### src/hw/rtl/pfc_pkg.sv
package pfc_pkg;

    localparam int unsigned BUFFER_BYTES_DEF = 128;
    localparam int unsigned FRAME_OVERHEAD   = 7;
    localparam int unsigned SIZE_ADD         = 3;

    localparam logic [7:0]  START_BYTE = 8'hDA;
    localparam logic [15:0] CRC_POLY   = 16'h8408;
    localparam logic [15:0] CRC_INIT   = 16'hFFFF;

    localparam logic FUNC_START   = 1'b0;
    localparam logic FUNC_PAYLOAD = 1'b1;

    typedef struct packed {
        logic       func;
        logic [7:0] packet_kind;
        logic [6:0] payload_len;
        logic [7:0] data_byte;
    } item_t;

    typedef struct packed {
        logic [7:0] out_byte;
        logic       last;
        logic       error;
    } result_t;

    typedef enum logic [2:0] {
        ST_IDLE,
        ST_SEQ,
        ST_SIZE_LO,
        ST_SIZE_HI,
        ST_KIND,
        ST_CRC_HI,
        ST_CRC_LO
    } state_t;

    // reflected crc-16, one byte lsb first
    function automatic logic [15:0] crc_feed(input logic [15:0] crc, input logic [7:0] b);
        logic [15:0] c;
        c = crc;
        for (int k = 0; k < 8; k++)
        begin
            if (c[0] ^ b[k])
            begin
                c = (c >> 1) ^ CRC_POLY;
            end
            else
            begin
                c = c >> 1;
            end
        end
        return c;
    endfunction

endpackage

### src/hw/rtl/packet_framer_crc16_unit.sv
// Transmit packet framer with reflected CRC-16 (poly 0x8408, init 0xFFFF, sent
// inverted, high byte first). Each accepted word produces its framed bytes one
// per cycle on the result channel unless it stalls: a payload word gives
// one byte (three for the final payload byte of a packet, which also sends the
// CRC), a start word 5 bytes (7 when the payload is empty), and an error
// word one byte. The single output byte register moves one byte per cycle when
// not stalled; the CRC is updated as each sequence, size, kind or payload byte
// enters that register. A new word is taken once the framer is back in idle
// and the output register can accept a byte, so payload words stream at one
// per cycle while the result is not stalled. No clearing after reset.
module packet_framer_crc16_unit #(
    parameter int unsigned BUFFER_BYTES = pfc_pkg::BUFFER_BYTES_DEF
) (
    input  logic              clk,
    input  logic              rst_n,
    input  pfc_pkg::item_t    item,
    input  logic              item_valid,
    output logic              item_stall,
    output pfc_pkg::result_t  result,
    output logic              result_valid,
    input  logic              result_stall
);

    logic             load_ok;
    logic             load;
    pfc_pkg::result_t load_word;

    pfc_framer #(
        .BUFFER_BYTES (BUFFER_BYTES)
    ) u_framer (
        .clk        (clk),
        .rst_n      (rst_n),
        .item       (item),
        .item_valid (item_valid),
        .item_stall (item_stall),
        .load_ok    (load_ok),
        .load       (load),
        .load_word  (load_word)
    );

    pfc_out_reg u_out_reg (
        .clk          (clk),
        .rst_n        (rst_n),
        .load         (load),
        .load_word    (load_word),
        .load_ok      (load_ok),
        .result       (result),
        .result_valid (result_valid),
        .result_stall (result_stall)
    );

endmodule

### src/hw/rtl/pfc_out_reg.sv
module pfc_out_reg (
    input  logic              clk,
    input  logic              rst_n,
    input  logic              load,
    input  pfc_pkg::result_t  load_word,
    output logic              load_ok,
    output pfc_pkg::result_t  result,
    output logic              result_valid,
    input  logic              result_stall
);

    logic             valid_reg;
    logic             valid_next;
    pfc_pkg::result_t word_reg;

    assign load_ok      = !valid_reg || !result_stall;
    assign result       = word_reg;
    assign result_valid = valid_reg;

    always_comb
    begin
        valid_next = valid_reg;
        if (load_ok)
        begin
            valid_next = load;
        end
    end

    always_ff @(posedge clk or negedge rst_n)
    begin
        if (!rst_n)
        begin
            valid_reg <= 1'b0;
        end
        else
        begin
            valid_reg <= valid_next;
        end
    end

    always_ff @(posedge clk)
    begin
        if (load_ok && load)
        begin
            word_reg <= load_word;
        end
    end

endmodule

### src/hw/rtl/pfc_framer.sv
module pfc_framer #(
    parameter int unsigned BUFFER_BYTES = pfc_pkg::BUFFER_BYTES_DEF
) (
    input  logic              clk,
    input  logic              rst_n,
    input  pfc_pkg::item_t    item,
    input  logic              item_valid,
    output logic              item_stall,
    input  logic              load_ok,
    output logic              load,
    output pfc_pkg::result_t  load_word
);

    localparam int unsigned LenLimit = BUFFER_BYTES - pfc_pkg::FRAME_OVERHEAD;

    pfc_pkg::state_t state_reg;
    pfc_pkg::state_t state_next;
    logic [7:0]      seq_count_reg;
    logic [7:0]      seq_count_next;
    logic [15:0]     crc_reg;
    logic [15:0]     crc_next;
    logic [6:0]      bytes_left_reg;
    logic [6:0]      bytes_left_next;
    logic            frame_open_reg;
    logic            frame_open_next;
    logic [7:0]      kind_reg;
    logic [7:0]      kind_next;
    logic [7:0]      size_lo_reg;
    logic [7:0]      size_lo_next;
    logic            take;
    logic            oversize;
    logic [15:0]     crc_inv;

    assign take       = (state_reg == pfc_pkg::ST_IDLE) && load_ok && item_valid;
    assign item_stall = !((state_reg == pfc_pkg::ST_IDLE) && load_ok);
    assign oversize   = 32'(item.payload_len) > LenLimit;
    assign crc_inv    = ~crc_reg;

    always_comb
    begin
        state_next      = state_reg;
        seq_count_next  = seq_count_reg;
        crc_next        = crc_reg;
        bytes_left_next = bytes_left_reg;
        frame_open_next = frame_open_reg;
        kind_next       = kind_reg;
        size_lo_next    = size_lo_reg;
        load            = 1'b0;
        load_word       = '0;
        if (load_ok)
        begin
            unique case (state_reg)
                pfc_pkg::ST_IDLE:
                begin
                    if (item_valid)
                    begin
                        load = 1'b1;
                        if (item.func == pfc_pkg::FUNC_START)
                        begin
                            if (oversize)
                            begin
                                load_word.last  = 1'b1;
                                load_word.error = 1'b1;
                            end
                            else
                            begin
                                load_word.out_byte = pfc_pkg::START_BYTE;
                                seq_count_next     = seq_count_reg + 8'd1;
                                crc_next           = pfc_pkg::CRC_INIT;
                                kind_next          = item.packet_kind;
                                size_lo_next       = {1'b0, item.payload_len}
                                                     + 8'(pfc_pkg::SIZE_ADD);
                                bytes_left_next    = item.payload_len;
                                frame_open_next    = 1'b1;
                                state_next         = pfc_pkg::ST_SEQ;
                            end
                        end
                        else if (!frame_open_reg || bytes_left_reg == 7'd0)
                        begin
                            load_word.last  = 1'b1;
                            load_word.error = 1'b1;
                        end
                        else
                        begin
                            load_word.out_byte = item.data_byte;
                            crc_next           = pfc_pkg::crc_feed(crc_reg, item.data_byte);
                            bytes_left_next    = bytes_left_reg - 7'd1;
                            if (bytes_left_reg == 7'd1)
                            begin
                                state_next = pfc_pkg::ST_CRC_HI;
                            end
                        end
                    end
                end
                pfc_pkg::ST_SEQ:
                begin
                    load               = 1'b1;
                    load_word.out_byte = seq_count_reg;
                    crc_next           = pfc_pkg::crc_feed(crc_reg, seq_count_reg);
                    state_next         = pfc_pkg::ST_SIZE_LO;
                end
                pfc_pkg::ST_SIZE_LO:
                begin
                    load               = 1'b1;
                    load_word.out_byte = size_lo_reg;
                    crc_next           = pfc_pkg::crc_feed(crc_reg, size_lo_reg);
                    state_next         = pfc_pkg::ST_SIZE_HI;
                end
                pfc_pkg::ST_SIZE_HI:
                begin
                    // size never reaches 256, high byte is zero
                    load               = 1'b1;
                    load_word.out_byte = 8'h00;
                    crc_next           = pfc_pkg::crc_feed(crc_reg, 8'h00);
                    state_next         = pfc_pkg::ST_KIND;
                end
                pfc_pkg::ST_KIND:
                begin
                    load               = 1'b1;
                    load_word.out_byte = kind_reg;
                    crc_next           = pfc_pkg::crc_feed(crc_reg, kind_reg);
                    if (bytes_left_reg == 7'd0)
                    begin
                        state_next = pfc_pkg::ST_CRC_HI;
                    end
                    else
                    begin
                        state_next = pfc_pkg::ST_IDLE;
                    end
                end
                pfc_pkg::ST_CRC_HI:
                begin
                    load               = 1'b1;
                    load_word.out_byte = crc_inv[15:8];
                    state_next         = pfc_pkg::ST_CRC_LO;
                end
                pfc_pkg::ST_CRC_LO:
                begin
                    load               = 1'b1;
                    load_word.out_byte = crc_inv[7:0];
                    load_word.last     = 1'b1;
                    crc_next           = pfc_pkg::CRC_INIT;
                    bytes_left_next    = 7'd0;
                    frame_open_next    = 1'b0;
                    state_next         = pfc_pkg::ST_IDLE;
                end
                default:
                begin
                    state_next = pfc_pkg::ST_IDLE;
                end
            endcase
        end
    end

    always_ff @(posedge clk or negedge rst_n)
    begin
        if (!rst_n)
        begin
            state_reg      <= pfc_pkg::ST_IDLE;
            seq_count_reg  <= 8'd0;
            crc_reg        <= pfc_pkg::CRC_INIT;
            bytes_left_reg <= 7'd0;
            frame_open_reg <= 1'b0;
        end
        else
        begin
            state_reg      <= state_next;
            seq_count_reg  <= seq_count_next;
            crc_reg        <= crc_next;
            bytes_left_reg <= bytes_left_next;
            frame_open_reg <= frame_open_next;
        end
    end

    always_ff @(posedge clk)
    begin
        if (take)
        begin
            kind_reg    <= kind_next;
            size_lo_reg <= size_lo_next;
        end
    end

endmodule
### config.mk
export PLATFORM = sky130hd
export DESIGN_NAME = packet_framer_crc16_unit
export DESIGN_NICKNAME = d
export VERILOG_FILES = /design/src/hw/rtl/pfc_pkg.sv /design/src/hw/rtl/packet_framer_crc16_unit.sv /design/src/hw/rtl/pfc_out_reg.sv /design/src/hw/rtl/pfc_framer.sv
export SDC_FILE = /design/constraint.sdc
export NUM_CORES = 1
export LEC_CHECK = 0
export CAP_MARGIN = 30
export CORE_MARGIN = 4
export CORE_UTILIZATION = 60
export CTS_BUF_LIST = sky130_fd_sc_hd__clkbuf_4 sky130_fd_sc_hd__clkbuf_8 sky130_fd_sc_hd__clkbuf_16
export DETAILED_ROUTE_END_ITERATION = 10
export DONT_BUFFER_PORTS = 1
export GPL_ROUTABILITY_DRIVEN = 0
export HOLD_SLACK_MARGIN = 0.12
export PLACE_DENSITY = 0.76
export SYNTH_ARGS = -nofsm -noshare
export SYNTH_HDL_FRONTEND = slang
export SYNTH_SLANG_ARGS = --single-unit
### constraint.sdc
create_clock -name clk -period 3.5 [get_ports clk]
set_clock_uncertainty 0.05 [all_clocks]
set_input_delay 0 -clock clk [delete_from_list [all_inputs] [get_ports clk]]
set_output_delay 0 -clock clk [all_outputs]
set_load 0.01 [all_outputs]
# Word-level counts from Yosys, hierarchy flattened
# Cells that the tools add are included.
# op_classes
addsub	3
n_lt_le_gt_ge	1
eq_ne	13
n_mux	163
bitwise_logic	71
reduce_logical	21
# op_table
op	count
16-bit two-way mux	135
2-bit NOT with 3-bit output	36
16-bit case mux with 6 select lines	1
8-bit case mux with 6 select lines	1
1-bit bitwise XOR	32
7-bit two-way mux	4
5-bit AND reduction	5
10-bit two-way mux	2
3-bit two-way mux	6
3-bit case mux with 6 select lines	1
8-bit two-way mux	2
16-bit NOT	1
7-bit case mux with 2 select lines	1
3-bit == test, second input constant	3
3-bit inequality test, second input constant	3
7-bit by 2-bit adder with 8-bit output, second input constant	1
8-bit by 1-bit adder with 8-bit output, second input constant	1
7-bit by 1-bit == test with 1-bit output, second input constant	1
7-bit > comparator, second input constant	1
7-bit zero test	1
7-bit by 1-bit subtractor with 7-bit output, second input constant	1
3-bit by 2-bit == test with 1-bit output, second input constant	2
2-bit inequality test, second input constant	3
1-bit case mux with 2 select lines	3
13 further kinds	25
# word_totals
ff_bits	62
out_inout_bits	12

# Longest topological paths before layout
# logic_depth
depth_word	55
mapped_depth	9

# Hierarchy
# From an unflattened synthesis, not the netlist that was laid out.
# unflattened
cells_unflattened	506
area_unflattened_um2	4698.3
# by_module_without_submodules
module	instances	cells_each	area_per_inst_um2	seq_area_each_um2
pfc_framer	1	492	4350.4	1376.3
pfc_out_reg	1	14	347.8	325.3

# Least setup slack after synthesis
# OpenSTA, ideal clock, no wires.
# synth_path
kind	flip-flop to flip-flop
startpoint	register u_framer.state_reg[1]
endpoint	register u_framer.seq_count_reg[6]
arrival_time_ps	2349
slack_ps	977
path_stages_with_launch	8
path_buffers	1
synth_period_minus_slack_ps	2523
cell_sequence	dfrtp_1 buf_6 nor3_4 nand2_4 nor4b_4 and3_4 nand4_1 xnor2_1
# synth_between
elab_chain_cells	2
# synth_rtl
item	line_no	source
start: declaration	pfc_framer.sv:16	pfc_pkg::state_t state_reg;
start signal: assignment	pfc_framer.sv:159	state_reg <= pfc_pkg::ST_IDLE;
start signal: assignment	pfc_framer.sv:167	state_reg <= state_next;
3-bit zero test	pfc_framer.sv:52	unique case (state_reg)
5-bit AND reduction (no line)	n/a	
end signal: assignment	pfc_framer.sv:168	seq_count_reg <= seq_count_next;
end: declaration	pfc_framer.sv:18	logic [7:0] seq_count_reg;
# No other way between the ends.
# A chain may end at the register's enable or synchronous reset.

# Worst setup path after layout
# layout_path
startpoint	register u_framer.bytes_left_reg[0]
endpoint	register u_framer.crc_reg[0]
# layout_between
elab_chain_cells	4
# layout_rtl
item	line_no	source
start: declaration	pfc_framer.sv:22	logic [6:0] bytes_left_reg;
start signal: assignment	pfc_framer.sv:170	bytes_left_reg <= bytes_left_next;
7-bit zero test	pfc_framer.sv:78	else if (!frame_open_reg || bytes_left_reg == 7'd0)
1-bit logical OR	pfc_framer.sv:78	
3-bit inequality test (no line)	n/a	
5-bit AND reduction (no line)	n/a	
end signal: assignment	pfc_framer.sv:161	crc_reg <= pfc_pkg::CRC_INIT;
end signal: assignment	pfc_framer.sv:169	crc_reg <= crc_next;
end: declaration	pfc_framer.sv:20	logic [15:0] crc_reg;
# No other way between the ends.

==> metrics.md <==
| Metric | Value |
|---|---|
| Run status | `finished, final reports clean` |
| Max-slew headroom | `33.2%` |
| Multi-input gate area | `2760 sq um` |
| Power per cell area | `1050 nW/um^2` |
| Synthesized area | `4690 sq um` |
| Max-cap violations | `0` |
| Initial antenna violation count | `0` |
| CTS tree | `done` |
| Die height | `96.4 um` |
| Min Tclk post-route | `2790 ps` |
| FFs w/ async S/R, synth | `roughly 58%` |
| Worst setup EP type | `flip-flop` |
| Ratio of cells with drive above 1 in the final layout | `11.8%` |
| Commonest cells post-synth | `xnor2_1, nand2_1, nor2_1, o21ai_0, xor2_1` |
| Leak | `just under 2 nW` |
| CTS clk-pin slew, worst paths | `~80 ps` |
| Initial Util | `a little over three fifths` |
| Clock root buffer | `clkbuf_8` |
| Total Neg Setup Slack | `0 ps` |
| Post-Route WL | `approximately 13,000 um` |
| Final period utilization | `79.8%` |
| # DRC | `0` |
| Main area contributors after synthesis | `edfxtp_1, xnor2_1, dfrtp_1` |
| Vias in the first global route | `3,949` |
| Core area | `7410 sq um` |
| Post-synthesis sequential area ratio | `36.3%` |
| Type of origin of the critical path | `flip-flop` |
| Ys flop type | `edfxtp_1` |
| Syn-to-layout area delta | `12.4%` |
| Worst hold margin | `163 ps` |
| Max reg flops | `16` |
| Non-filler instance count after layout | `634` |
| Fin util | `a little under three quarters` |
| Ant diodes | `0` |
| Final count of negative-setup-slack endpoints | `0` |
| Cells after Synth | `roughly 510` |
| Port bufs | `0` |
| Largest net degree at the start of global routing | `27` |
| First-pass GRT wire length | `20,900 um` |
| Count of cell types in the netlist | `70` |
| Slew Limit Fails | `0` |
| DR iter-0 viols | `503` |
| Most common cell in the netlist | `xnor2_1` |
| Share of the synthesized area in the top cell type | `16.7%` |
| Syn_area_per_cell | `9.21 sq um` |
| Worst slew pin tran | `994 ps` |
| Vias | `slightly above 4,000` |
| DIE AREA | `just over 9000 sq um` |
| Number of synthesized flops with an enable pin | `26` |
| Clock H-tree levels | `3` |
| Min-delay worst type | `in2reg` |
| DP HPWL | `around 9200 um` |
| # fillers | `573` |
| Register area | `1700 sq um` |
| Clk buf depth | `2` |
| First-pass DRT Iterations | `5` |
| Placed Cells | `585` |
| Syn Nets | `between 500 and 600` |
| Post-CTS sizing | `0` |
| FMAX | `0.358 GHz` |
| Cell taking the most area after synthesis | `edfxtp_1` |
| Grt total ovfl | `0` |
| CTS Buf Count | `9` |
| Clock sink total | `62` |
| WS Path Type | `reg2reg` |
| Worst path required time | `3700 ps` |
| DIE WIDTH | `96.4 um` |
| Register bit total from synthesis | `just over 60` |
| Total GRT Usage | `29.7%` |
| Max Fanout on Critical Path | `26` |
| VDD IR max | `0.000383 V` |
| Critical path arrival | `2990 ps` |
| Number of antenna-violating nets in the routed design | `0` |
| Final hold vios | `0` |
| Synth warnings | `0` |
| I/O pin count | `40` |
| Wire per inst | `20.8 um` |
| Nets | `563` |
| Clock latency on the worst-skew pair | `roughly 350 ps` |
| Unrepaired setup endpoints after global routing | `no` |
| Via density | `about 6.4` |
| Row cnt | `31` |
[final cells by class]
| cell class | instances | share of cell area (%) |
|---|---|---|
| clock buffer | 11 | 2.64 |
| clock inverter | 5 | 0.974 |
| inverter | 13 | 0.927 |
| multi-input combinational | 400 | 52.4 |
| sequential | 62 | 32.3 |
| tap | 99 | 2.35 |
| timing repair buffer | 44 | 8.36 |
[placed cells by master, fill, tap and decap left out, types with 14 or more instances in the layout]
cell           instances
dlygate4sd3_1         31
o21ai_0               32
xnor2_1               66
a21oi_1               26
nor3_1                14
dfrtp_1               20
o22ai_1               16
nor2_1                36
nand2_1               48
dfstp_2               16
edfxtp_1              26
xor2_1                27
[power breakdown]
group          internal [W]  total [W]  switching, W
clock              0.000340   0.000633      0.000293
sequential          0.00112    0.00161      0.000491
combinational       0.00144    0.00329       0.00185
[stage by stage]
stage                     setup WS [ps]  instance area, sq um  power [W]
after floorplan                     977                  4690    0.00408
after global placement              878                  4720    0.00462
after detailed placement            810                  4720    0.00472
after CTS                           759                  5240    0.00543
after global routing                491                  5270    0.00589
final                               707                  5270    0.00553
[final timing paths]
check                                                       start                                     end  slack [ps]  cells after the start
setup reg to reg           u_framer.bytes_left_reg[0]$_DFFE_PN0P_         u_framer.crc_reg[0]$_DFFE_PN1P_         710                      8
hold reg to reg                  u_framer.crc_reg[14]$_DFFE_PN1P_        u_framer.crc_reg[14]$_DFFE_PN1P_         460                      2
hold / removal                                            item[0]         u_framer.crc_reg[8]$_DFFE_PN1P_         160                      4
min in group asynchronous                                   rst_n         u_framer.crc_reg[8]$_DFFE_PN1P_         210                      2
setup / recovery           u_framer.bytes_left_reg[0]$_DFFE_PN0P_         u_framer.crc_reg[0]$_DFFE_PN1P_         710                      8
max in group asynchronous                                   rst_n  u_framer.bytes_left_reg[6]$_DFFE_PN0P_        2390                      4
[cell families after synthesis]
logic type / synth area share [%]
compound gates: 21.3
xor+xnor: 19.0
fa+ha+maj: 1.33
buf+inv: 4.78
flops: 36.3
mux: 2.40
simple gates: 14.9
[per-layer routing]
layer | GRT usage, % | vias to the layer above | share of wire, % | routed length [um]
met5 | 0 | - | 0 | 0
li1 | - | 1879 | - | -
met2 | 45.2 | 222 | 46 | 6120
met3 | 6.04 | 25 | 8.6 | 1130
met4 | 10.7 | 0 | 2.4 | 314
met1 | 42.1 | 1957 | 43 | 5620
[critical path, stage by stage (launching register included)]
cell      delay [ps]
dfrtp_1          430
inv_1             90
ha_1             210
or3b_2           510
o21ai_2          190
a21oi_2          120
a31oi_4          680
nor3_1           150
a221oi_1         250
[timing repair]
item | 4_1_cts | 5_1_grt
endpoints found under the hold margin | 111 | 0
hold buffers | 32 | 0
setup buffers | 0 | 0
Power figures use the tool's default switching activity.
